===== src/sv/lfu_cache_with_lru_tiebreak_top_defines.svh =====
// Assertion macros used by the LFU cache RTL.
`ifndef LFU_CACHE_WITH_LRU_TIEBREAK_TOP_DEFINES_SVH
`define LFU_CACHE_WITH_LRU_TIEBREAK_TOP_DEFINES_SVH

// Same-cycle implication, sampled on clock, off during reset.
`define LFUC_ASSERT_IMPL(name, ante, cons, msg) \
   name: assert property (@(posedge clock) disable iff (reset) (ante) |-> (cons)) \
      else $error(msg);

// Next-cycle implication, sampled on clock, off during reset.
`define LFUC_ASSERT_NEXT(name, ante, cons, msg) \
   name: assert property (@(posedge clock) disable iff (reset) (ante) |=> (cons)) \
      else $error(msg);

`endif


===== src/sv/lfuc_pkg.sv =====
// Package with sizes, codes and record types of the LFU cache.
package lfuc_pkg;

   localparam int ENTRIES    = 16;
   localparam int KEY_BITS   = 32;
   localparam int VALUE_BITS = 32;
   localparam int COUNT_BITS = 16;
   localparam int CAP_BITS   = 5;

   localparam int IDX_BITS  = (ENTRIES > 1) ? $clog2(ENTRIES) : 1;
   localparam int RANK_BITS = IDX_BITS;
   localparam int OCC_BITS  = $clog2(ENTRIES + 1);
   localparam int CMP_BITS  = (OCC_BITS > CAP_BITS) ? OCC_BITS : CAP_BITS;

   localparam logic [CMP_BITS-1:0]   ENTRIES_CMP = CMP_BITS'(ENTRIES);
   localparam logic [OCC_BITS-1:0]   ENTRIES_OCC = OCC_BITS'(ENTRIES);
   localparam logic [COUNT_BITS-1:0] COUNT_MAX   = '1;
   localparam logic [CAP_BITS-1:0]   CAP_RESET   = CAP_BITS'(16);

   // Request action codes
   localparam logic ACT_GET = 1'b0;
   localparam logic ACT_PUT = 1'b1;

   typedef enum logic [1:0] {
      ST_IDLE,
      ST_SCAN,
      ST_APPLY
   } state_type;

   typedef enum logic [1:0] {
      UPD_NONE,
      UPD_TOUCH,
      UPD_INSERT
   } upd_op_type;

   // Record handed from cell to cell during a search wave
   typedef struct packed {
      logic                  found;
      logic [IDX_BITS-1:0]   found_idx;
      logic [RANK_BITS-1:0]  found_rank;
      logic [VALUE_BITS-1:0] found_value;
      logic                  vic_have;
      logic [IDX_BITS-1:0]   vic_idx;
      logic [COUNT_BITS-1:0] vic_count;
      logic [RANK_BITS-1:0]  vic_rank;
      logic [KEY_BITS-1:0]   vic_key;
      logic                  free_have;
      logic [IDX_BITS-1:0]   free_idx;
   } scan_type;

   // Update command broadcast to every cell
   typedef struct packed {
      upd_op_type            op;
      logic [IDX_BITS-1:0]   tgt_idx;
      logic [RANK_BITS-1:0]  ref_rank;
      logic                  write_value;
      logic [VALUE_BITS-1:0] value;
      logic [KEY_BITS-1:0]   key;
      logic                  evict;
      logic [IDX_BITS-1:0]   vic_idx;
      logic [RANK_BITS-1:0]  vic_rank;
   } upd_type;

endpackage


===== src/sv/lfuc_if.sv =====
// Request and response channel interfaces of the LFU cache.
interface lfuc_req_if import lfuc_pkg::*; ();
   logic                         valid;
   logic                         ready;
   logic                         action;
   logic        [KEY_BITS-1:0]   key;
   logic signed [VALUE_BITS-1:0] value;

   modport source(output valid, action, key, value, input ready);
   modport sink(input valid, action, key, value, output ready);
endinterface

interface lfuc_rsp_if import lfuc_pkg::*; ();
   logic                         valid;
   logic                         ready;
   logic                         hit;
   logic signed [VALUE_BITS-1:0] read_value;
   logic                         evicted;
   logic        [KEY_BITS-1:0]   evicted_key;

   modport source(output valid, hit, read_value, evicted, evicted_key, input ready);
   modport sink(input valid, hit, read_value, evicted, evicted_key, output ready);
endinterface


===== src/sv/lfuc_cell.sv =====
// One cache entry: holds its key, value, use count and recency rank.
module lfuc_cell import lfuc_pkg::*; (
   input  logic                clock,
   input  logic                reset,
   input  logic [IDX_BITS-1:0] cell_idx,
   input  logic [KEY_BITS-1:0] req_key,
   input  logic                wave_in,
   input  scan_type            carry_in,
   output logic                wave_out,
   output scan_type            carry_out,
   input  upd_type             upd
);

   logic                  valid_ff, valid_in;
   logic [KEY_BITS-1:0]   key_ff, key_in;
   logic [VALUE_BITS-1:0] value_ff, value_in;
   logic [COUNT_BITS-1:0] count_ff, count_in;
   logic [RANK_BITS-1:0]  rank_ff, rank_in;
   logic                  wave_ff;
   scan_type              carry_ff, carry_next;

   logic match, better, is_tgt, is_vic, rank_dec;

   // Fold this entry into the passing search record
   always_comb begin
      carry_next = carry_in;
      match      = valid_ff && (key_ff == req_key);
      better     = !carry_in.vic_have || (count_ff < carry_in.vic_count) ||
                   ((count_ff == carry_in.vic_count) && (rank_ff > carry_in.vic_rank));
      if (match && !carry_in.found) begin
         carry_next.found       = 1'b1;
         carry_next.found_idx   = cell_idx;
         carry_next.found_rank  = rank_ff;
         carry_next.found_value = value_ff;
      end
      if (valid_ff && better) begin
         carry_next.vic_have  = 1'b1;
         carry_next.vic_idx   = cell_idx;
         carry_next.vic_count = count_ff;
         carry_next.vic_rank  = rank_ff;
         carry_next.vic_key   = key_ff;
      end
      if (!valid_ff && !carry_in.free_have) begin
         carry_next.free_have = 1'b1;
         carry_next.free_idx  = cell_idx;
      end
   end

   // Advance the wave one cell per cycle
   always_ff @(posedge clock) begin
      if (reset) begin
         wave_ff <= 1'b0;
      end else begin
         wave_ff <= wave_in;
      end
      if (wave_in) begin
         carry_ff <= carry_next;
      end
   end

   assign wave_out  = wave_ff;
   assign carry_out = carry_ff;

   // Apply the broadcast update to this entry
   always_comb begin
      valid_in = valid_ff;
      key_in   = key_ff;
      value_in = value_ff;
      count_in = count_ff;
      rank_in  = rank_ff;
      is_tgt   = (upd.tgt_idx == cell_idx);
      is_vic   = upd.evict && (upd.vic_idx == cell_idx);
      rank_dec = upd.evict && (rank_ff > upd.vic_rank);
      case (upd.op)
         UPD_TOUCH: begin
            if (is_tgt) begin
               if (count_ff != COUNT_MAX) begin
                  count_in = count_ff + COUNT_BITS'(1);
               end
               rank_in = '0;
               if (upd.write_value) begin
                  value_in = upd.value;
               end
            end else if (valid_ff && (rank_ff < upd.ref_rank)) begin
               rank_in = rank_ff + RANK_BITS'(1);
            end
         end
         UPD_INSERT: begin
            if (is_tgt) begin
               valid_in = 1'b1;
               key_in   = upd.key;
               value_in = upd.value;
               count_in = COUNT_BITS'(1);
               rank_in  = '0;
            end else if (is_vic) begin
               valid_in = 1'b0;
            end else if (valid_ff) begin
               rank_in = rank_ff - RANK_BITS'(rank_dec) + RANK_BITS'(1);
            end
         end
         default: begin
         end
      endcase
   end

   // Hold entry state
   always_ff @(posedge clock) begin
      if (reset) begin
         valid_ff <= 1'b0;
      end else begin
         valid_ff <= valid_in;
      end
      key_ff   <= key_in;
      value_ff <= value_in;
      count_ff <= count_in;
      rank_ff  <= rank_in;
   end

endmodule


===== src/sv/lfuc_ctrl.sv =====
// Sequencer: takes requests, launches the search wave, decides and answers.
`include "lfu_cache_with_lru_tiebreak_top_defines.svh"

module lfuc_ctrl import lfuc_pkg::*; (
   input  logic                clock,
   input  logic                reset,
   lfuc_req_if.sink            req,
   lfuc_rsp_if.source          rsp,
   input  logic                csr_wr_en,
   input  logic [CAP_BITS-1:0] csr_wr_data,
   output logic [KEY_BITS-1:0] req_key,
   output logic                wave_start,
   output scan_type            carry_init,
   input  logic                wave_done,
   input  scan_type            scan_result,
   output upd_type             upd
);

   state_type             state_ff, state_in;
   logic [CAP_BITS-1:0]   cap_ff;
   logic [OCC_BITS-1:0]   occ_ff, occ_in;
   logic                  launch_ff;
   logic                  act_ff;
   logic [KEY_BITS-1:0]   key_ff;
   logic [VALUE_BITS-1:0] value_ff;
   scan_type              scan_ff;

   logic                  rsp_valid_ff;
   logic                  hit_ff, hit_in;
   logic [VALUE_BITS-1:0] rdval_ff, rdval_in;
   logic                  evicted_ff, evicted_in;
   logic [KEY_BITS-1:0]   evkey_ff, evkey_in;

   logic                  accept, load;
   logic [CMP_BITS-1:0]   cap_eff;
   logic                  need_evict, have_slot;
   logic [IDX_BITS-1:0]   ins_idx;

   assign accept     = req.valid && req.ready;
   assign req.ready  = (state_ff == ST_IDLE);
   assign req_key    = key_ff;
   assign wave_start = launch_ff;
   assign carry_init = '0;

   // Clamp capacity to the number of cells
   assign cap_eff = (CMP_BITS'(cap_ff) > ENTRIES_CMP) ? ENTRIES_CMP : CMP_BITS'(cap_ff);

   // Pick the insert slot: first free cell, counting the victim's cell as free when an eviction is needed
   always_comb begin
      need_evict = (CMP_BITS'(occ_ff) >= cap_eff) && scan_ff.vic_have;
      have_slot  = need_evict || scan_ff.free_have;
      if (need_evict) begin
         ins_idx = (scan_ff.free_have && (scan_ff.free_idx < scan_ff.vic_idx)) ?
                   scan_ff.free_idx : scan_ff.vic_idx;
      end else begin
         ins_idx = scan_ff.free_idx;
      end
   end

   // Next state, update command and result
   always_comb begin
      state_in   = state_ff;
      occ_in     = occ_ff;
      load       = 1'b0;
      hit_in     = 1'b0;
      rdval_in   = '0;
      evicted_in = 1'b0;
      evkey_in   = '0;
      upd        = '0;
      upd.op     = UPD_NONE;
      case (state_ff)
         ST_IDLE: begin
            if (accept) begin
               state_in = ST_SCAN;
            end
         end
         ST_SCAN: begin
            if (wave_done) begin
               state_in = ST_APPLY;
            end
         end
         ST_APPLY: begin
            if (!rsp_valid_ff || rsp.ready) begin
               load     = 1'b1;
               state_in = ST_IDLE;
               if (act_ff == ACT_GET) begin
                  if (scan_ff.found) begin
                     hit_in       = 1'b1;
                     rdval_in     = scan_ff.found_value;
                     upd.op       = UPD_TOUCH;
                     upd.tgt_idx  = scan_ff.found_idx;
                     upd.ref_rank = scan_ff.found_rank;
                  end
               end else if (cap_eff != '0) begin
                  if (scan_ff.found) begin
                     hit_in          = 1'b1;
                     upd.op          = UPD_TOUCH;
                     upd.tgt_idx     = scan_ff.found_idx;
                     upd.ref_rank    = scan_ff.found_rank;
                     upd.write_value = 1'b1;
                     upd.value       = value_ff;
                  end else begin
                     evicted_in = need_evict;
                     evkey_in   = need_evict ? scan_ff.vic_key : '0;
                     if (have_slot) begin
                        upd.op       = UPD_INSERT;
                        upd.tgt_idx  = ins_idx;
                        upd.value    = value_ff;
                        upd.key      = key_ff;
                        upd.evict    = need_evict;
                        upd.vic_idx  = scan_ff.vic_idx;
                        upd.vic_rank = scan_ff.vic_rank;
                     end
                     occ_in = occ_ff - OCC_BITS'(need_evict) + OCC_BITS'(have_slot);
                  end
               end
            end
         end
         default: begin
            state_in = ST_IDLE;
         end
      endcase
   end

   // Control registers
   always_ff @(posedge clock) begin
      if (reset) begin
         state_ff     <= ST_IDLE;
         cap_ff       <= CAP_RESET;
         occ_ff       <= '0;
         launch_ff    <= 1'b0;
         rsp_valid_ff <= 1'b0;
      end else begin
         state_ff  <= state_in;
         occ_ff    <= occ_in;
         launch_ff <= accept;
         if (csr_wr_en) begin
            cap_ff <= csr_wr_data;
         end
         if (load) begin
            rsp_valid_ff <= 1'b1;
         end else if (rsp.ready) begin
            rsp_valid_ff <= 1'b0;
         end
      end
   end

   // Hold the transaction, the search record and the response payload
   always_ff @(posedge clock) begin
      if (accept) begin
         act_ff   <= req.action;
         key_ff   <= req.key;
         value_ff <= req.value;
      end
      if (wave_done) begin
         scan_ff <= scan_result;
      end
      if (load) begin
         hit_ff     <= hit_in;
         rdval_ff   <= rdval_in;
         evicted_ff <= evicted_in;
         evkey_ff   <= evkey_in;
      end
   end

   assign rsp.valid       = rsp_valid_ff;
   assign rsp.hit         = hit_ff;
   assign rsp.read_value  = rdval_ff;
   assign rsp.evicted     = evicted_ff;
   assign rsp.evicted_key = evkey_ff;

   `LFUC_ASSERT_IMPL(a_wave_in_scan, wave_done, state_ff == ST_SCAN, "search wave ended outside scan")
   `LFUC_ASSERT_IMPL(a_occ_bound, 1'b1, occ_ff <= ENTRIES_OCC, "occupancy above cell count")
   `LFUC_ASSERT_NEXT(a_load_shows, load, rsp.valid, "decided transaction not presented")
   `LFUC_ASSERT_NEXT(a_accept_launch, accept, launch_ff && (state_ff == ST_SCAN), "wave not launched")

endmodule


===== src/sv/lfu_cache_with_lru_tiebreak_top.sv =====
// A request enters the cache when the sequencer is idle. A search wave then walks
// the row of entry cells one cell per clock, gathering the matching entry, the
// eviction candidate (lowest use count, oldest on ties) and the first free cell;
// the apply state then updates all cells and loads the response register once any
// earlier response is taken. The response register frees the input side once
// loaded, and not before, so the next request may enter while a response waits
// to be taken. The user must write capacity through csr_wr_en/csr_wr_data only
// while the block is idle; the block itself does not enforce this.
module lfu_cache_with_lru_tiebreak_top import lfuc_pkg::*; (
   input  logic                clock,
   input  logic                reset,
   lfuc_req_if.sink            req_chan,
   lfuc_rsp_if.source          rsp_chan,
   input  logic                csr_wr_en,
   input  logic [CAP_BITS-1:0] csr_wr_data
);

   logic [KEY_BITS-1:0] req_key;
   logic                wave [ENTRIES+1];
   scan_type            carry [ENTRIES+1];
   upd_type             upd;

   // Sequencer
   lfuc_ctrl u_ctrl (
      .clock       (clock),
      .reset       (reset),
      .req         (req_chan),
      .rsp         (rsp_chan),
      .csr_wr_en   (csr_wr_en),
      .csr_wr_data (csr_wr_data),
      .req_key     (req_key),
      .wave_start  (wave[0]),
      .carry_init  (carry[0]),
      .wave_done   (wave[ENTRIES]),
      .scan_result (carry[ENTRIES]),
      .upd         (upd)
   );

   // Row of entry cells, each passing the search record to its neighbor
   for (genvar i = 0; i < ENTRIES; i++) begin : g_cell
      lfuc_cell u_cell (
         .clock     (clock),
         .reset     (reset),
         .cell_idx  (IDX_BITS'(i)),
         .req_key   (req_key),
         .wave_in   (wave[i]),
         .carry_in  (carry[i]),
         .wave_out  (wave[i+1]),
         .carry_out (carry[i+1]),
         .upd       (upd)
      );
   end

endmodule

===== src/flat_wrapper.sv =====
// flat-port wrapper written by rule: the top's interface ports become plain ports
module lfu_cache_with_lru_tiebreak_top_flat import lfuc_pkg::*;
  (clock, reset, csr_wr_en, csr_wr_data, req_chan_valid, req_chan_action, req_chan_key, req_chan_value, req_chan_ready, rsp_chan_valid, rsp_chan_hit, rsp_chan_read_value, rsp_chan_evicted, rsp_chan_evicted_key, rsp_chan_ready);
  lfuc_req_if req_chan_i ();
  lfuc_rsp_if rsp_chan_i ();
  input  logic clock;
  input  logic reset;
  input  logic csr_wr_en;
  input  logic [CAP_BITS-1:0] csr_wr_data;
  input wire logic [$bits(req_chan_i.valid)-1:0] req_chan_valid;
  input wire logic [$bits(req_chan_i.action)-1:0] req_chan_action;
  input wire logic [$bits(req_chan_i.key)-1:0] req_chan_key;
  input wire logic [$bits(req_chan_i.value)-1:0] req_chan_value;
  output wire logic [$bits(req_chan_i.ready)-1:0] req_chan_ready;
  output wire logic [$bits(rsp_chan_i.valid)-1:0] rsp_chan_valid;
  output wire logic [$bits(rsp_chan_i.hit)-1:0] rsp_chan_hit;
  output wire logic [$bits(rsp_chan_i.read_value)-1:0] rsp_chan_read_value;
  output wire logic [$bits(rsp_chan_i.evicted)-1:0] rsp_chan_evicted;
  output wire logic [$bits(rsp_chan_i.evicted_key)-1:0] rsp_chan_evicted_key;
  input wire logic [$bits(rsp_chan_i.ready)-1:0] rsp_chan_ready;
  assign req_chan_i.valid = req_chan_valid;
  assign req_chan_i.action = req_chan_action;
  assign req_chan_i.key = req_chan_key;
  assign req_chan_i.value = req_chan_value;
  assign req_chan_ready = req_chan_i.ready;
  assign rsp_chan_valid = rsp_chan_i.valid;
  assign rsp_chan_hit = rsp_chan_i.hit;
  assign rsp_chan_read_value = rsp_chan_i.read_value;
  assign rsp_chan_evicted = rsp_chan_i.evicted;
  assign rsp_chan_evicted_key = rsp_chan_i.evicted_key;
  assign rsp_chan_i.ready = rsp_chan_ready;
  lfu_cache_with_lru_tiebreak_top u_core (.clock(clock), .reset(reset), .req_chan(req_chan_i), .rsp_chan(rsp_chan_i), .csr_wr_en(csr_wr_en), .csr_wr_data(csr_wr_data));
endmodule

===== config.mk =====
export PLATFORM = sky130hd
export DESIGN_NAME = lfu_cache_with_lru_tiebreak_top_flat
export DESIGN_NICKNAME = d
export VERILOG_FILES = /design/src/sv/lfuc_pkg.sv /design/src/sv/lfuc_if.sv /design/src/sv/lfuc_cell.sv /design/src/sv/lfuc_ctrl.sv /design/src/sv/lfu_cache_with_lru_tiebreak_top.sv /design/src/flat_wrapper.sv
export VERILOG_INCLUDE_DIRS = /design/src /design/src/sv
export SDC_FILE = /design/constraint.sdc
export NUM_CORES = 2
export LEC_CHECK = 0
export BUFFER_PORTS_ARGS = -buffer_cell sky130_fd_sc_hd__buf_2
export CAP_MARGIN = 30
export CORE_AREA = 4 4 561 563
export CTS_BUF_LIST = sky130_fd_sc_hd__clkbuf_4 sky130_fd_sc_hd__clkbuf_8
export DETAILED_ROUTE_END_ITERATION = 8
export DIE_AREA = 0 0 565 567
export RECOVER_POWER = 50
export SYNTH_ARGS = -nofsm -noshare
export SYNTH_HDL_FRONTEND = slang
export SYNTH_SLANG_ARGS = --single-unit

===== constraint.sdc =====
create_clock -name clock -period 6.4 [get_ports clock]
set_input_delay 0.32 -clock clock [delete_from_list [all_inputs] [get_ports clock]]
set_output_delay 0.32 -clock clock [all_outputs]
set_load 0.005 [all_outputs]

==> reports/qor.yml <==
initial_utilization: 0.450
cp.arrival_ns: 6.62
grt_overflow: 0
max_cap_violations: 71
vias: 78600
worst_skew_pair.late_latency_ns: 1.17
htree_num_levels: 6
yosysSeqAreaShare: 0.686
pin_count: 143
worstPathRequired_ns: 7.27
place_congestion: 0.883
nets: 10200
dr.pass1.iters: 6
areaGrowthSynthToFinish_pct: 13.3
worst_clock_skew_ns: 0.123
drive_gt1_frac: 0.243
tns_ns: 0
ys_async_sr_fraction: 0
synth_top_area_cell: "edfxtp_1"
path_buf_inv: 2
grt_pass1_wl_microns: 559000
core-area_sq_um: 309000
synth_area_leaders: "edfxtp_1, mux2_2, ha_1, xor2_1, xnor2_1"
finalSetupViolations: 0
clockBufferDepth: 4
wl_per_cell_microns: 27.6
path_clk_slew_ns: 0.06
cts_made_buffers: 541
ctsResizeCount: 0
critPathKind: "flop to flop"
syn-num-nets: 9417
ys_types: 83
hp-start: "req_chan_valid"
ys_warn_count: 0
clock.fmax_ghz: 0.174
yosys-top-cells-count: "edfxtp_1, mux2_2, xor2_1"
via_per_inst: 5.57
fin_crit_sh: 0.899
whs_ns: 0.152
synth_edf_count: 3149
dieHeight_microns: 567
rows: 204
routed_wl_microns: 390000
endpoint_kind: "flop"
r2r_start: "u_core.u_ctrl.req_key[17]"
ant_nets: 0
timing_hold_violations_final: 0
cts_root_buffer: "clkbuf_8"
place_area_sq_um: 146000
syn_inst: 8836
synth_most_common_cell: "edfxtp_1"
ys_ff_latch: 3195
die_area_sq_um: 320000
drv_slew: 2683
ir_worst_vdd_v: 0.000194
cts_sinks: 3195
worstSetupStartpointType: "flop"
rsz0062_at_grt: "no"
fin_crit_ns: 5.75
power_density_nw_per_um2: 263
antenna_found_initial: 41
drcViolationCount: 0
grt_pass1_vias: 79600
path_cells: "clkbuf_1, xnor2_1, nand4_1, nor2_1, nand4_1, nor3_1, buf_4, mux2_2"
hold_path.class: "input port to flop"
fin_util: 0.510
crit_fanout: 32
outcome: "finished, violations left"
cts_tree: "yes"
grt_max_degree: 167
crit_slowest_cell: "nor3_1"
worstMarginPinSlew_ns: 4.28
cpPeakStageDelay_ns: 1.71
drtIter0Drc: 7999
syn_area_per_cell_sq_um: 15.7
path_common_cell: "nand4_1"
violations: "max-capacitance violations, max-slew violations"
p_leak_nw: 56.3
grt_use_total: 0.238
fillers: 25900
synth_flop_cell: "edfxtp_1"
cp_top_family: "simple AND/OR/NAND/NOR gates"
die_x_microns: 565
io_buffers: 142
slew_headroom: -1.85
cts_setup_buffers: 0
netlist_area_sq_um: 139000
detailed_place_hpwl_microns: 260000
synth_top_area_share: 0.680
final_area_sq_um: 158000
setup.worst_path.start: "u_core.u_ctrl.req_key[17]"
flip-flops by register name, indices dropped and copies added (netlist names), 2 cells and up:
name	flops
u_core.u_ctrl.scan_ff	87
u_core.u_ctrl.occ_ff	5
u_core.g_cell.u_cell.value_ff	512
u_core.g_cell.u_cell.key_ff	512
u_core.u_ctrl.rsp.read_value	32
u_core.u_ctrl.cap_ff	5
u_core.u_ctrl.state_ff	2
u_core.u_ctrl.req_key	32
u_core.g_cell.u_cell.count_ff	256
u_core.u_ctrl.value_ff	32
u_core.g_cell.u_cell.rank_ff	64
u_core.u_ctrl.rsp.evicted_key	32
u_core.g_cell.u_cell.valid_ff	16
u_core.g_cell.u_cell.wave_out	16
u_core.g_cell.u_cell.carry_out	1587
stage by stage:
stage | std cells | total power, mW | setup WS [ns]
global placement | 13000 | 23.8 | 1.26
CTS | 14100 | 41.8 | 1.27
global route | 14100 | 42.8 | 0.504
finish | 14100 | 41.4 | 0.648
floorplan | 8836 | 23.5 | 0.665
detailed placement | 13000 | 23.8 | 1.29
report_power, final:
part / switching [mW] / internal (mW) / total (mW)
sequential: 0.0750 / 22.8 / 22.8
clock: 8.47 / 9.46 / 17.9
combinational: 0.366 / 0.233 / 0.599
metal layers:
| metal | global-route usage | vias up | part of all wire |
|---|---|---|---|
| met5 | 0 | - | 0 |
| met4 | 0.0855 | 0 | 0.039 |
| met2 | 0.383 | 3105 | 0.47 |
| met1 | 0.330 | 40200 | 0.42 |
| met3 | 0.0359 | 714 | 0.067 |
| li1 | - | 34600 | - |
cell families after synthesis:
logic type / after synthesis / share of synthesized area
compound gates: 576 / 0.0262
xor+xnor: 748 / 0.0471
fa+ha+maj: 506 / 0.0456
buf+inv: 674 / 0.0195
flops: 3195 / 0.686
mux: 1326 / 0.107
other cells: 1 / 0.0000270
simple gates: 1810 / 0.0680
repair_timing:
action                                  4_1_cts  5_1_grt
endpoints found under the hold margin        90        0
hold buffers                                139        0
endpoints found under the setup margin        0        0
worst min-delay path, stage by stage:
cell and delay, ns:
dlygate4sd3_1 0.58, buf_2 0.15, nor2_1 0.07, a2111oi_0 0.06
placed cells by master, fill, tap and decap left out, drive strengths merged, types with 29 or more instances in the layout:
master       count
a211oi          35
a21o            58
a21oi          183
and2           213
and3            88
buf            224
clkbuf         844
clkinv         196
dfxtp           46
dlygate4sd3    139
edfxtp        3149
ha             505
inv            399
mux2          1296
mux2i           30
nand2          261
nand2b          67
nand3          160
nand4          135
nor2           430
nor2b          125
nor3            46
nor4           105
o21a            29
o21ai          149
or2            107
or3             29
xnor2          222
xor2           526
area by class of cell:
class | instances | area [sq um] | area share
repair buffers | 510 | 3850 | 0.0245
diodes | 11 | 27.5 | 0.000175
clock inverters | 253 | 1720 | 0.0109
inverters | 371 | 1400 | 0.00886
multi-input cells | 4967 | 41200 | 0.262
well taps | 4120 | 5150 | 0.0327
flip-flops and latches | 3195 | 95500 | 0.606
clock buffers | 698 | 8670 | 0.0551
final timing paths:
| path | end | slack (ns) | cells past startpoint |
|---|---|---|---|
| setup / recovery | u_core.g_cell[1].u_cell.carry_out[73] | 0.65 | 8 |
| hold / removal | u_core.u_ctrl.state_ff[0] | 0.15 | 4 |
| setup reg to reg | u_core.g_cell[1].u_cell.carry_out[73] | 0.65 | 8 |
| hold reg to reg | u_core.u_ctrl.scan_ff[67] | 0.40 | 0 |
No activity file was read; power rests on OpenSTA's default activity.
